==> src/luhn_card_classifier_assert.svh <==
// Assertion macros for the card classifier.
// Used by luhn_card_classifier.sv; expects clk_i and rst_ni in scope.
`ifndef LUHN_CARD_CLASSIFIER_ASSERT_SVH
`define LUHN_CARD_CLASSIFIER_ASSERT_SVH

// same-cycle implication
`define LCC_ASSERT_NOW(lbl, ante, cons) \
  lbl: assert property (@(posedge clk_i) disable iff (!rst_ni) (ante) |-> (cons)) \
    else $error("lcc assertion failed");

// next-cycle implication
`define LCC_ASSERT_NEXT(lbl, ante, cons) \
  lbl: assert property (@(posedge clk_i) disable iff (!rst_ni) (ante) |=> (cons)) \
    else $error("lcc assertion failed");

`endif

==> src/lcc_pkg.sv <==
// Shared types, constants and helper functions for the card classifier.
// No dependencies.
package lcc_pkg;

  localparam int CardW       = 63;
  localparam int BitsPerStep = 4;
  localparam int ConvBits    = 56;                     // 10^16 < 2^54, padded
  localparam int ConvSteps   = ConvBits / BitsPerStep; // 14
  localparam int NumDigits   = 16;
  localparam int BcdW        = NumDigits * 4;
  localparam int LuhnSteps   = NumDigits / 2;          // one digit pair per cycle
  localparam int CntW        = 4;
  localparam int ClassW      = 2;

  localparam logic [CardW-1:0] Pow16 = 63'd10000000000000000;

  localparam logic [ClassW-1:0] CLASS_INVALID = 2'd0;
  localparam logic [ClassW-1:0] CLASS_MC      = 2'd1;
  localparam logic [ClassW-1:0] CLASS_AMEX    = 2'd2;
  localparam logic [ClassW-1:0] CLASS_VISA    = 2'd3;

  typedef enum logic [1:0] {
    ST_IDLE,
    ST_CONV,
    ST_LUHN,
    ST_FIN
  } state_e;

  // one double-dabble bit step over all digits
  function automatic logic [BcdW-1:0] dabble(input logic [BcdW-1:0] b, input logic bit_in);
    logic [BcdW-1:0] c;
    c = b;
    for (int i = 0; i < NumDigits; i++) begin
      if (c[4*i +: 4] >= 4'd5) begin
        c[4*i +: 4] = c[4*i +: 4] + 4'd3;
      end
    end
    return {c[BcdW-2:0], bit_in};
  endfunction

  // doubled digit with its decimal digits summed
  function automatic logic [3:0] dbl_digit(input logic [3:0] d);
    logic [4:0] t;
    t = {d, 1'b0};
    return (t >= 5'd10) ? 4'(t - 5'd9) : t[3:0];
  endfunction

  // (acc + a + b) mod 10, all operands below 10
  function automatic logic [3:0] add_mod10(input logic [3:0] acc, input logic [3:0] a,
                                          input logic [3:0] b);
    logic [4:0] s;
    s = 5'(acc) + 5'(a) + 5'(b);
    if (s >= 5'd20) begin
      s = s - 5'd20;
    end else if (s >= 5'd10) begin
      s = s - 5'd10;
    end
    return s[3:0];
  endfunction

endpackage

==> src/luhn_card_classifier.sv <==
// Card number classifier: length, Luhn mod-10 check and brand from leading digits.
// Depends on lcc_pkg and luhn_card_classifier_assert.svh.
//
// Usage:
//   Slave stream (s_axis_*) takes one card number per word: tdata[62:0] is the
//   number as an unsigned binary integer, tdata[63] is ignored. Master stream
//   (m_axis_*) returns one class word per card: tdata[1:0] = 0 invalid,
//   1 mastercard, 2 amex, 3 visa; tdata[7:2] are zero.
//   One card is worked on at a time; the next word is taken only once the
//   sequencer is back in idle. The work is binary to BCD conversion
//   (add-3/shift steps over all digits, four bits per cycle), then
//   Luhn summing (one digit pair per cycle through a mod-10 adder), then the
//   FIN state loads the output register. s_axis_tready_o is high only while idle.
//   Values of 10^16 and above are flagged at accept and end as invalid.
//   The output register is separate from the sequencer: a new card is taken
//   while the previous class still waits. If the receiver stalls, the
//   sequencer holds its finished result until the output register frees up.
//   Reset (rst_ni low, async) empties the sequencer and the output register.
module luhn_card_classifier
  import lcc_pkg::*;
(
  input  logic        clk_i,
  input  logic        rst_ni,
  input  logic        s_axis_tvalid_i,
  output logic        s_axis_tready_o,
  input  logic [63:0] s_axis_tdata_i,   // [62:0] card_value, [63] pad
  output logic        m_axis_tvalid_o,
  input  logic        m_axis_tready_i,
  output logic [7:0]  m_axis_tdata_o    // [1:0] card_class, [7:2] pad
);

  state_e state_q, state_d;
  logic [CntW-1:0] cnt_q, cnt_d;

  logic [ConvBits-1:0] conv_q, conv_d;   // binary bits still to feed, MSB first
  logic [BcdW-1:0]     bcd_q, bcd_d;     // BCD digits, digit 0 in the low nibble
  logic [3:0]          sum_q, sum_d;     // Luhn total mod 10
  logic                too_long_q, too_long_d;
  logic                len_ok_q, len_ok_d;
  logic [ClassW-1:0]   cls_q, cls_d;

  logic              out_valid_q;
  logic [ClassW-1:0] out_class_q;

  logic in_acc;
  logic out_load;
  logic conv_last;
  logic luhn_last;

  // leading-digit decode
  logic [3:0] dig15, dig14, dig13, dig12, dig11;
  logic       n16, n15, n13;
  logic [3:0] hi_dig, lo_dig;
  logic [ClassW-1:0] lead_cls;

  assign in_acc    = s_axis_tvalid_i && s_axis_tready_o;
  assign conv_last = (cnt_q == CntW'(ConvSteps - 1));
  assign luhn_last = (cnt_q == CntW'(LuhnSteps - 1));

  // ---------------- sequencer: next state ----------------
  always_comb begin
    state_d = state_q;
    unique case (state_q)
      ST_IDLE: begin
        if (in_acc) state_d = ST_CONV;
      end
      ST_CONV: begin
        if (conv_last) state_d = ST_LUHN;
      end
      ST_LUHN: begin
        if (luhn_last) state_d = ST_FIN;
      end
      ST_FIN: begin
        if (!out_valid_q || m_axis_tready_i) state_d = ST_IDLE;
      end
      default: state_d = ST_IDLE;
    endcase
  end

  // ---------------- sequencer: outputs ----------------
  always_comb begin
    s_axis_tready_o = 1'b0;
    out_load        = 1'b0;
    unique case (state_q)
      ST_IDLE: s_axis_tready_o = 1'b1;
      ST_CONV: ;
      ST_LUHN: ;
      ST_FIN:  out_load = !out_valid_q || m_axis_tready_i;
      default: ;
    endcase
  end

  // ---------------- leading digits and length ----------------
  always_comb begin
    dig15 = bcd_q[60 +: 4];
    dig14 = bcd_q[56 +: 4];
    dig13 = bcd_q[52 +: 4];
    dig12 = bcd_q[48 +: 4];
    dig11 = bcd_q[44 +: 4];
    n16   = (dig15 != 4'd0);
    n15   = (dig15 == 4'd0) && (dig14 != 4'd0);
    n13   = (dig15 == 4'd0) && (dig14 == 4'd0) && (dig13 == 4'd0) && (dig12 != 4'd0);
    if (n16) begin
      hi_dig = dig15;
      lo_dig = dig14;
    end else if (n15) begin
      hi_dig = dig14;
      lo_dig = dig13;
    end else begin
      hi_dig = dig12;
      lo_dig = dig11;
    end
    if (hi_dig == 4'd5 && lo_dig >= 4'd1 && lo_dig <= 4'd5) begin
      lead_cls = CLASS_MC;
    end else if (hi_dig == 4'd3 && (lo_dig == 4'd4 || lo_dig == 4'd7)) begin
      lead_cls = CLASS_AMEX;
    end else if (hi_dig == 4'd4) begin
      lead_cls = CLASS_VISA;
    end else begin
      lead_cls = CLASS_INVALID;
    end
  end

  // ---------------- datapath next values ----------------
  always_comb begin
    cnt_d      = cnt_q;
    conv_d     = conv_q;
    bcd_d      = bcd_q;
    sum_d      = sum_q;
    too_long_d = too_long_q;
    len_ok_d   = len_ok_q;
    cls_d      = cls_q;
    case (state_q)
      ST_IDLE: begin
        cnt_d      = '0;
        conv_d     = ConvBits'(s_axis_tdata_i[ConvBits-3:0]);
        bcd_d      = '0;
        sum_d      = 4'd0;
        too_long_d = (s_axis_tdata_i[CardW-1:0] >= Pow16);
      end
      ST_CONV: begin
        for (int k = 0; k < BitsPerStep; k++) begin
          bcd_d = dabble(bcd_d, conv_d[ConvBits-1]);
          conv_d = {conv_d[ConvBits-2:0], 1'b0};
        end
        cnt_d = conv_last ? '0 : cnt_q + 1'b1;
      end
      ST_LUHN: begin
        if (cnt_q == '0) begin
          len_ok_d = !too_long_q && (n16 || n15 || n13);
          cls_d    = lead_cls;
        end
        sum_d = add_mod10(sum_q, bcd_q[3:0], dbl_digit(bcd_q[7:4]));
        bcd_d = {8'd0, bcd_q[BcdW-1:8]};
        cnt_d = cnt_q + 1'b1;
      end
      default: ;
    endcase
  end

  // ---------------- registers ----------------
  always_ff @(posedge clk_i or negedge rst_ni) begin
    if (!rst_ni) begin
      state_q     <= ST_IDLE;
      cnt_q       <= '0;
      out_valid_q <= 1'b0;
    end else begin
      state_q <= state_d;
      cnt_q   <= cnt_d;
      if (out_load) begin
        out_valid_q <= 1'b1;
      end else if (m_axis_tready_i) begin
        out_valid_q <= 1'b0;
      end
    end
  end

  always_ff @(posedge clk_i) begin
    conv_q     <= conv_d;
    bcd_q      <= bcd_d;
    sum_q      <= sum_d;
    too_long_q <= too_long_d;
    len_ok_q   <= len_ok_d;
    cls_q      <= cls_d;
    if (out_load) begin
      out_class_q <= (len_ok_q && sum_q == 4'd0) ? cls_q : CLASS_INVALID;
    end
  end

  assign m_axis_tvalid_o = out_valid_q;
  assign m_axis_tdata_o  = {6'd0, out_class_q};

  // ---------------- assertions ----------------
`include "luhn_card_classifier_assert.svh"

  `LCC_ASSERT_NEXT(a_accept_starts_conv, in_acc, state_q == ST_CONV && cnt_q == '0)
  `LCC_ASSERT_NEXT(a_luhn_ends_in_fin, state_q == ST_LUHN && luhn_last, state_q == ST_FIN)
  `LCC_ASSERT_NEXT(a_load_sets_valid, out_load, m_axis_tvalid_o)
  `LCC_ASSERT_NOW(a_good_class_needs_checks, out_load && len_ok_q, !too_long_q)

endmodule
==> config.mk <==
export PLATFORM = sky130hd
export DESIGN_NAME = luhn_card_classifier
export DESIGN_NICKNAME = d
export VERILOG_FILES = /design/src/lcc_pkg.sv /design/src/luhn_card_classifier.sv
export VERILOG_INCLUDE_DIRS = /design/src /design/src/src
export SDC_FILE = /design/constraint.sdc
export NUM_CORES = 1
export LEC_CHECK = 0
export ABC_AREA = 1
export BUFFER_PORTS_ARGS = -buffer_cell sky130_fd_sc_hd__buf_2
export CORE_ASPECT_RATIO = 1.5
export CORE_UTILIZATION = 36
export CTS_CLUSTER_DIAMETER = 30
export CTS_CLUSTER_SIZE = 28
export DETAILED_ROUTE_END_ITERATION = 12
export GPL_TIMING_DRIVEN = 1
export PLACE_DENSITY = 0.57
export SLEW_MARGIN = 20
export SYNTH_ARGS = -nofsm -noshare
export SYNTH_HDL_FRONTEND = slang
export SYNTH_SLANG_ARGS = --single-unit
==> constraint.sdc <==
create_clock -name clk_i -period 3.65 [get_ports clk_i]
set_input_delay 0.5475 -clock clk_i [delete_from_list [all_inputs] [get_ports clk_i]]
set_output_delay 0.5475 -clock clk_i [all_outputs]
set_load 0.02 [all_outputs]
Word-level counts from Yosys, hierarchy flattened
Cells that the tools add are included.
Word-level totals
  memory bits (read-only): 0
  logic and storage cells: 330
  register bits: 137
  output and inout bits: 10
  input port bits: 68
  memories: 0
  memory bits (writable): 0
  latch bits: 0
Operators by class
  $add $sub $neg: 70
  reductions and logical operators: 31
  muxes and demuxes: 135
  eq/ne operators: 14
  order comparisons: 70
  bitwise operators: 0
  $mul: 0
  divide/modulo/power cells: 0
  shift operators: 0
Operators with widths (number)
  4-bit two-way mux: 113
  4-bit by 3-bit greater-or-equal comparator with 1-bit output (second input constant): 64
  4-bit by 2-bit adder with 4-bit output (second input constant): 60
  64-bit one-hot mux with 3 select lines: 1
  56-bit one-hot mux with 2 select lines: 1
  63-bit by 54-bit greater-or-equal comparator with 1-bit output (second input constant): 1
  3-bit two-way mux: 7
  4-bit by 3-bit == test with 1-bit output (second input constant): 5
  4-bit logical NOT: 5
  3-bit by 2-bit adder with 3-bit output (second input constant): 4
  2-bit two-way mux: 6
  4-bit one-hot mux with 3 select lines: 1
  4-bit nonzero test: 3
  5-bit by 4-bit greater-or-equal comparator with 1-bit output (second input constant): 2
  1-bit logical AND: 10
  2-bit inequality test (second input constant): 4
  2-bit one-hot mux with 4 select lines: 1
  4-bit one-hot mux with 2 select lines: 1
  4-bit subtractor (second input constant): 2
  2-bit nonzero test: 3
  4-bit by 4-bit adder with 5-bit output: 1
  5-bit by 4-bit adder with 5-bit output: 1
  5-bit greater-or-equal comparator (second input constant): 1
  4-bit by 1-bit adder with 4-bit output (second input constant): 1
  14 further kinds: 22

Longest topological paths before layout
  depth in word-level cells: 12
  depth in mapped cells: 31
  depth with buffers taken out: 31

Worst setup path before layout
OpenSTA, ideal clock, no wires.
  path kind: reg-to-reg
  from: reg bcd_q[4]
  to: reg sum_q[3] (data pin)
  period minus slack after synthesis: 3.540 ns
  buffers on the path: 0
  library setup time: 0.258 ns
  arrival time: 3.282 ns
  data required time: 3.392 ns
  stages on the path, launching flop included: 19
  path slack: 0.110 ns
  cells stage by stage: edfxtp_1 -> inv_1 -> ha_1 -> inv_1 -> nand2_1 -> nand3_2 -> inv_1 -> nand2_1 -> nand2_2 -> inv_1 -> fa_1 -> ha_1 -> fa_1 -> xnor2_1 -> ha_1 -> nand3_1 -> a31oi_1 -> inv_1 -> o221a_2
Between the ends
  cells in the longest elaborated chain, start to end: 7
  elaborated cells between the ends (all ways): 11
  those cells by class: add/sub: 4; order compare: 3; mux: 4
Ends and longest elaborated chain
  start: declaration: line luhn_card_classifier.sv:36  | logic [BcdW-1:0] bcd_q, bcd_d;
  start signal: assignment: line luhn_card_classifier.sv:180  | bcd_q <= bcd_d;
  4-bit subtractor / 5-bit by 4-bit greater-or-equal comparator with 1-bit output (equally long branches): line lcc_pkg.sv:45  | return (t >= 5'd10) ? 4'(t - 5'd9) : t[3:0];
  4-bit two-way mux *: line lcc_pkg.sv:45
  5-bit by 4-bit adder with 5-bit output *: line lcc_pkg.sv:52  | s = 5'(acc) + 5'(a) + 5'(b);
  4-bit subtractor / 5-bit by 4-bit greater-or-equal comparator with 1-bit output (equally long branches): line lcc_pkg.sv:56, lcc_pkg.sv:55
  4-bit two-way mux: line lcc_pkg.sv:55  | end else if (s >= 5'd10) begin
  4-bit two-way mux *: line lcc_pkg.sv:53  | if (s >= 5'd20) begin
  4-bit one-hot mux with 2 select lines *: line luhn_card_classifier.sv:133  | case (state_q)
  end signal: assignment: line luhn_card_classifier.sv:181  | sum_q <= sum_d;
  end: declaration: line luhn_card_classifier.sv:37  | logic [3:0] sum_q, sum_d;
Mark *: on every way between the ends. The rest lies on a longest branch, timed or not.
A chain may end at the register's enable or synchronous reset.

Final worst setup path
Ends and elaborated chain as after synthesis.

==> results.txt <==
Worst setup EP type - flop
Area contributors post-synth - edfxtp_1 (30%), nand2_1 (19%), ha_1 (9.0%)
Final Wtd Congestion - 0.879
Residual DRC - 0
outcome - complete, no violations
global-route wire length before repair - 54.3 mm
setup repair after global routing missed its margin - true
Layout Skew - 0.00891 ns
vias in the first global route - 11900
CP required - 3.83 ns
dominant cell type by area after synthesis - edfxtp_1
layout net count - 2190
sequential cell area fraction in the yosys report - 0.314
Placed Area - 14300 sq um
endpoint arrival time on the critical path - 3.66 ns
post-detailed-route via-to-cell ratio - 4.99
Final Hold Vio Count - 0
flip-flop and latch count after synthesis - 137
type of element launching the critical path - flop
Layout Cell Area excl Fill - 15500 sq um
effective utilization at floorplan - 0.368
library cell used as clock root buffer - clkbuf_16
hold crit path type - in2reg
FF-to-FF path depth - 17
die area - 36900 sq um
Detailed Route WL - 34.0 mm
Die X - 157 um
fraction of final layout cells sized beyond drive strength 1 - 0.201
total number of yosys warnings - 0
final setup vio count - 0
area grow syn2layout - 19.3%
Netlist cell types - 57
Netlist Area Pre-Place - 13000 sq um
commonest register cell after synthesis - edfxtp_1
worst reg2reg path startpoint - bcd_q[4]
Slew HR - 0.487
number of cells produced by synthesis - 1873
number of enable-type register cells in the synthesized netlist - 130
antenna violations before repair - 1
share of the synthesized area in the top cell type - 0.300
TritonCTS clock tree - built
CTS max path bufs - 2
share of the clock period used by the worst path after layout - 0.954
highest fanout seen on the critical path - 4
Max-cap violations - 0
Hold Startpoint - s_axis_tdata_i[5]
cell depth of the worst min-delay path - 3
routed len/inst - 13.5 um
DP HPWL - 26.6 mm
All-Layer GR Usage - 0.185
DP Worst Slack - -0.0796 ns
achievable frequency - 287 MHz
Clock transition at path regs - 0.07 ns
smallest hold slack - 0.375 ns
ANT nets after route - 0
number of vias in the routed layout - 12500
buffers and inverters on the worst path - 6
clk_lat worst skew - 0.43 ns
number of clock sinks seen by CTS - 137
per-instance average area after synthesis - 6.94 sq um
slowest CP cell - fa_1
DIE HEIGHT - 235 um
Max Slew Vio Count - 0
remaining global-route overflow - 0
drt pass-1 iters - 5
crit path launch - bcd_q[4]
Tmin final - 3.48 ns
cell with the most instances after synthesis - nand2_1
critical register-to-register path endpoint - sum_q[3]
Worst Max-Slew Pin Slew - 0.768 ns
sequence of cells on the critical path - buf_4 -> ha_4 -> nand2_2 -> nand3_4 -> buf_4 -> nand2_1 -> o21a_1 -> inv_2 -> fa_1 -> inv_2 -> fa_1 -> buf_4 -> ha_1 -> nand3_2 -> a31oi_4 -> inv_2 -> o221a_2
count of input and output buffers - 70
Placement Rows - 84
Async S/R FF share, synth - 0.0511
Crit Path Category - reg2reg
peak per-stage delay on the critical path - 0.52 ns
I/O pin total - 78
Endpoint, Worst Hold - conv_q[5]
H-tree levels - 4
kind of cell adding the most delay to the critical path - adder cells
final setup margin - 0.168 ns
top cells by count, synth - nand2_1 (661), inv_1 (285), nand3_1 (192)
pin count of the biggest net entering global routing - 41
r2r setup slk - 0.17 ns
total clock buffers created by CTS - 17
core area - 35300 sq um
number of violations reported at the end of detailed-routing iteration 0 - 625
per-layer routing:
metal / part of all wire / routed length (um) / track usage
met5: 0 / 0 / 0
met1: 0.39 / 13200 / 0.194
met4: 0.040 / 1350 / 0.0891
met2: 0.54 / 18500 / 0.351
met3: 0.029 / 974 / 0.0264
stage by stage:
stage	cells	TNS, ns	utilization
after floorplan	1878	0	-
after global placement	2453	-0.0572	0.405
after detailed placement	2453	-0.239	0.405
after CTS	2487	0	0.423
after global routing	2511	-0.255	0.439
final	2511	0	0.439
cell type report:
class,instances,area [sq um]
fillers,3640,19800
flip-flops and latches,137,4080
well taps,473,592
clock inverters,12,98.8
diodes,1,2.50
inverters,293,1100
clock buffers,20,489
repair buffers,157,1050
multi-input cells,1418,8100
tightest hold or removal path, delay by kind of cell:
kind / cells / cell delay, ns
and+or+nand+nor: 2 / 0.08
buffers and inverters: 1 / 0.07
what timing repair did:
action                                  CTS  global route
endpoints found under the setup margin    4            27
setup buffers                             1            23
hold buffers                              1             0
pin swaps                                 1            27
gates resized for setup                   5           120
endpoints found under the hold margin     7             0
logic make-up after synthesis:
kind of cell | after synthesis | synth area share
AO/OA/AOI/OAI | 178 | 0.0842
XOR/XNOR | 21 | 0.0167
adder cells (fa/ha/maj) | 98 | 0.0972
buffers and inverters | 323 | 0.0962
flip-flops | 137 | 0.314
other | 1 | 0.000288
AND/OR/NAND/NOR | 1115 | 0.392
worst max path at each step:
stage | endpoint | slack (ns) | cells after the start
2_1_floorplan | sum_q[3] | 0.11 | 18
3_3_place_gp | bcd_q[57] | -0.03 | 29
3_5_place_dp | bcd_q[58] | -0.08 | 29
4_1_cts | bcd_q[58] | 0.01 | 28
5_1_grt | bcd_q[62] | -0.10 | 24
6_report | sum_q[3] | 0.17 | 17
placed cells by master, fill, tap and decap left out, types with 7 or more instances in the layout:
| master | count |
|---|---|
| buf_2 | 70 |
| o21ai_2 | 16 |
| ha_1 | 80 |
| o21ai_0 | 49 |
| inv_2 | 37 |
| a21o_1 | 8 |
| nor3_1 | 8 |
| nand3_2 | 40 |
| o22ai_1 | 20 |
| nand3_4 | 7 |
| and2_1 | 18 |
| nand3_1 | 168 |
| inv_1 | 256 |
| clkbuf_16 | 19 |
| nand2_2 | 70 |
| nor4_1 | 7 |
| o21ai_1 | 22 |
| nand4_1 | 82 |
| dfrtp_1 | 7 |
| xor2_1 | 8 |
| a21oi_1 | 26 |
| nand2_1 | 640 |
| edfxtp_1 | 130 |
| ha_4 | 7 |
| nor2_1 | 51 |
| buf_4 | 82 |
state kept, by name, indices dropped and copies added, names as in the netlist:
signal,cells
bcd_q,64
conv_q,56
cnt_q,4
sum_q,4
cls_q,2
out_class_q,2
state_q,2
len_ok_q,1
m_axis_tvalid_o,1
too_long_q,1
Power is not shown: default switching activity piles up to over one toggle a cycle in this logic, so the estimate is an artifact.
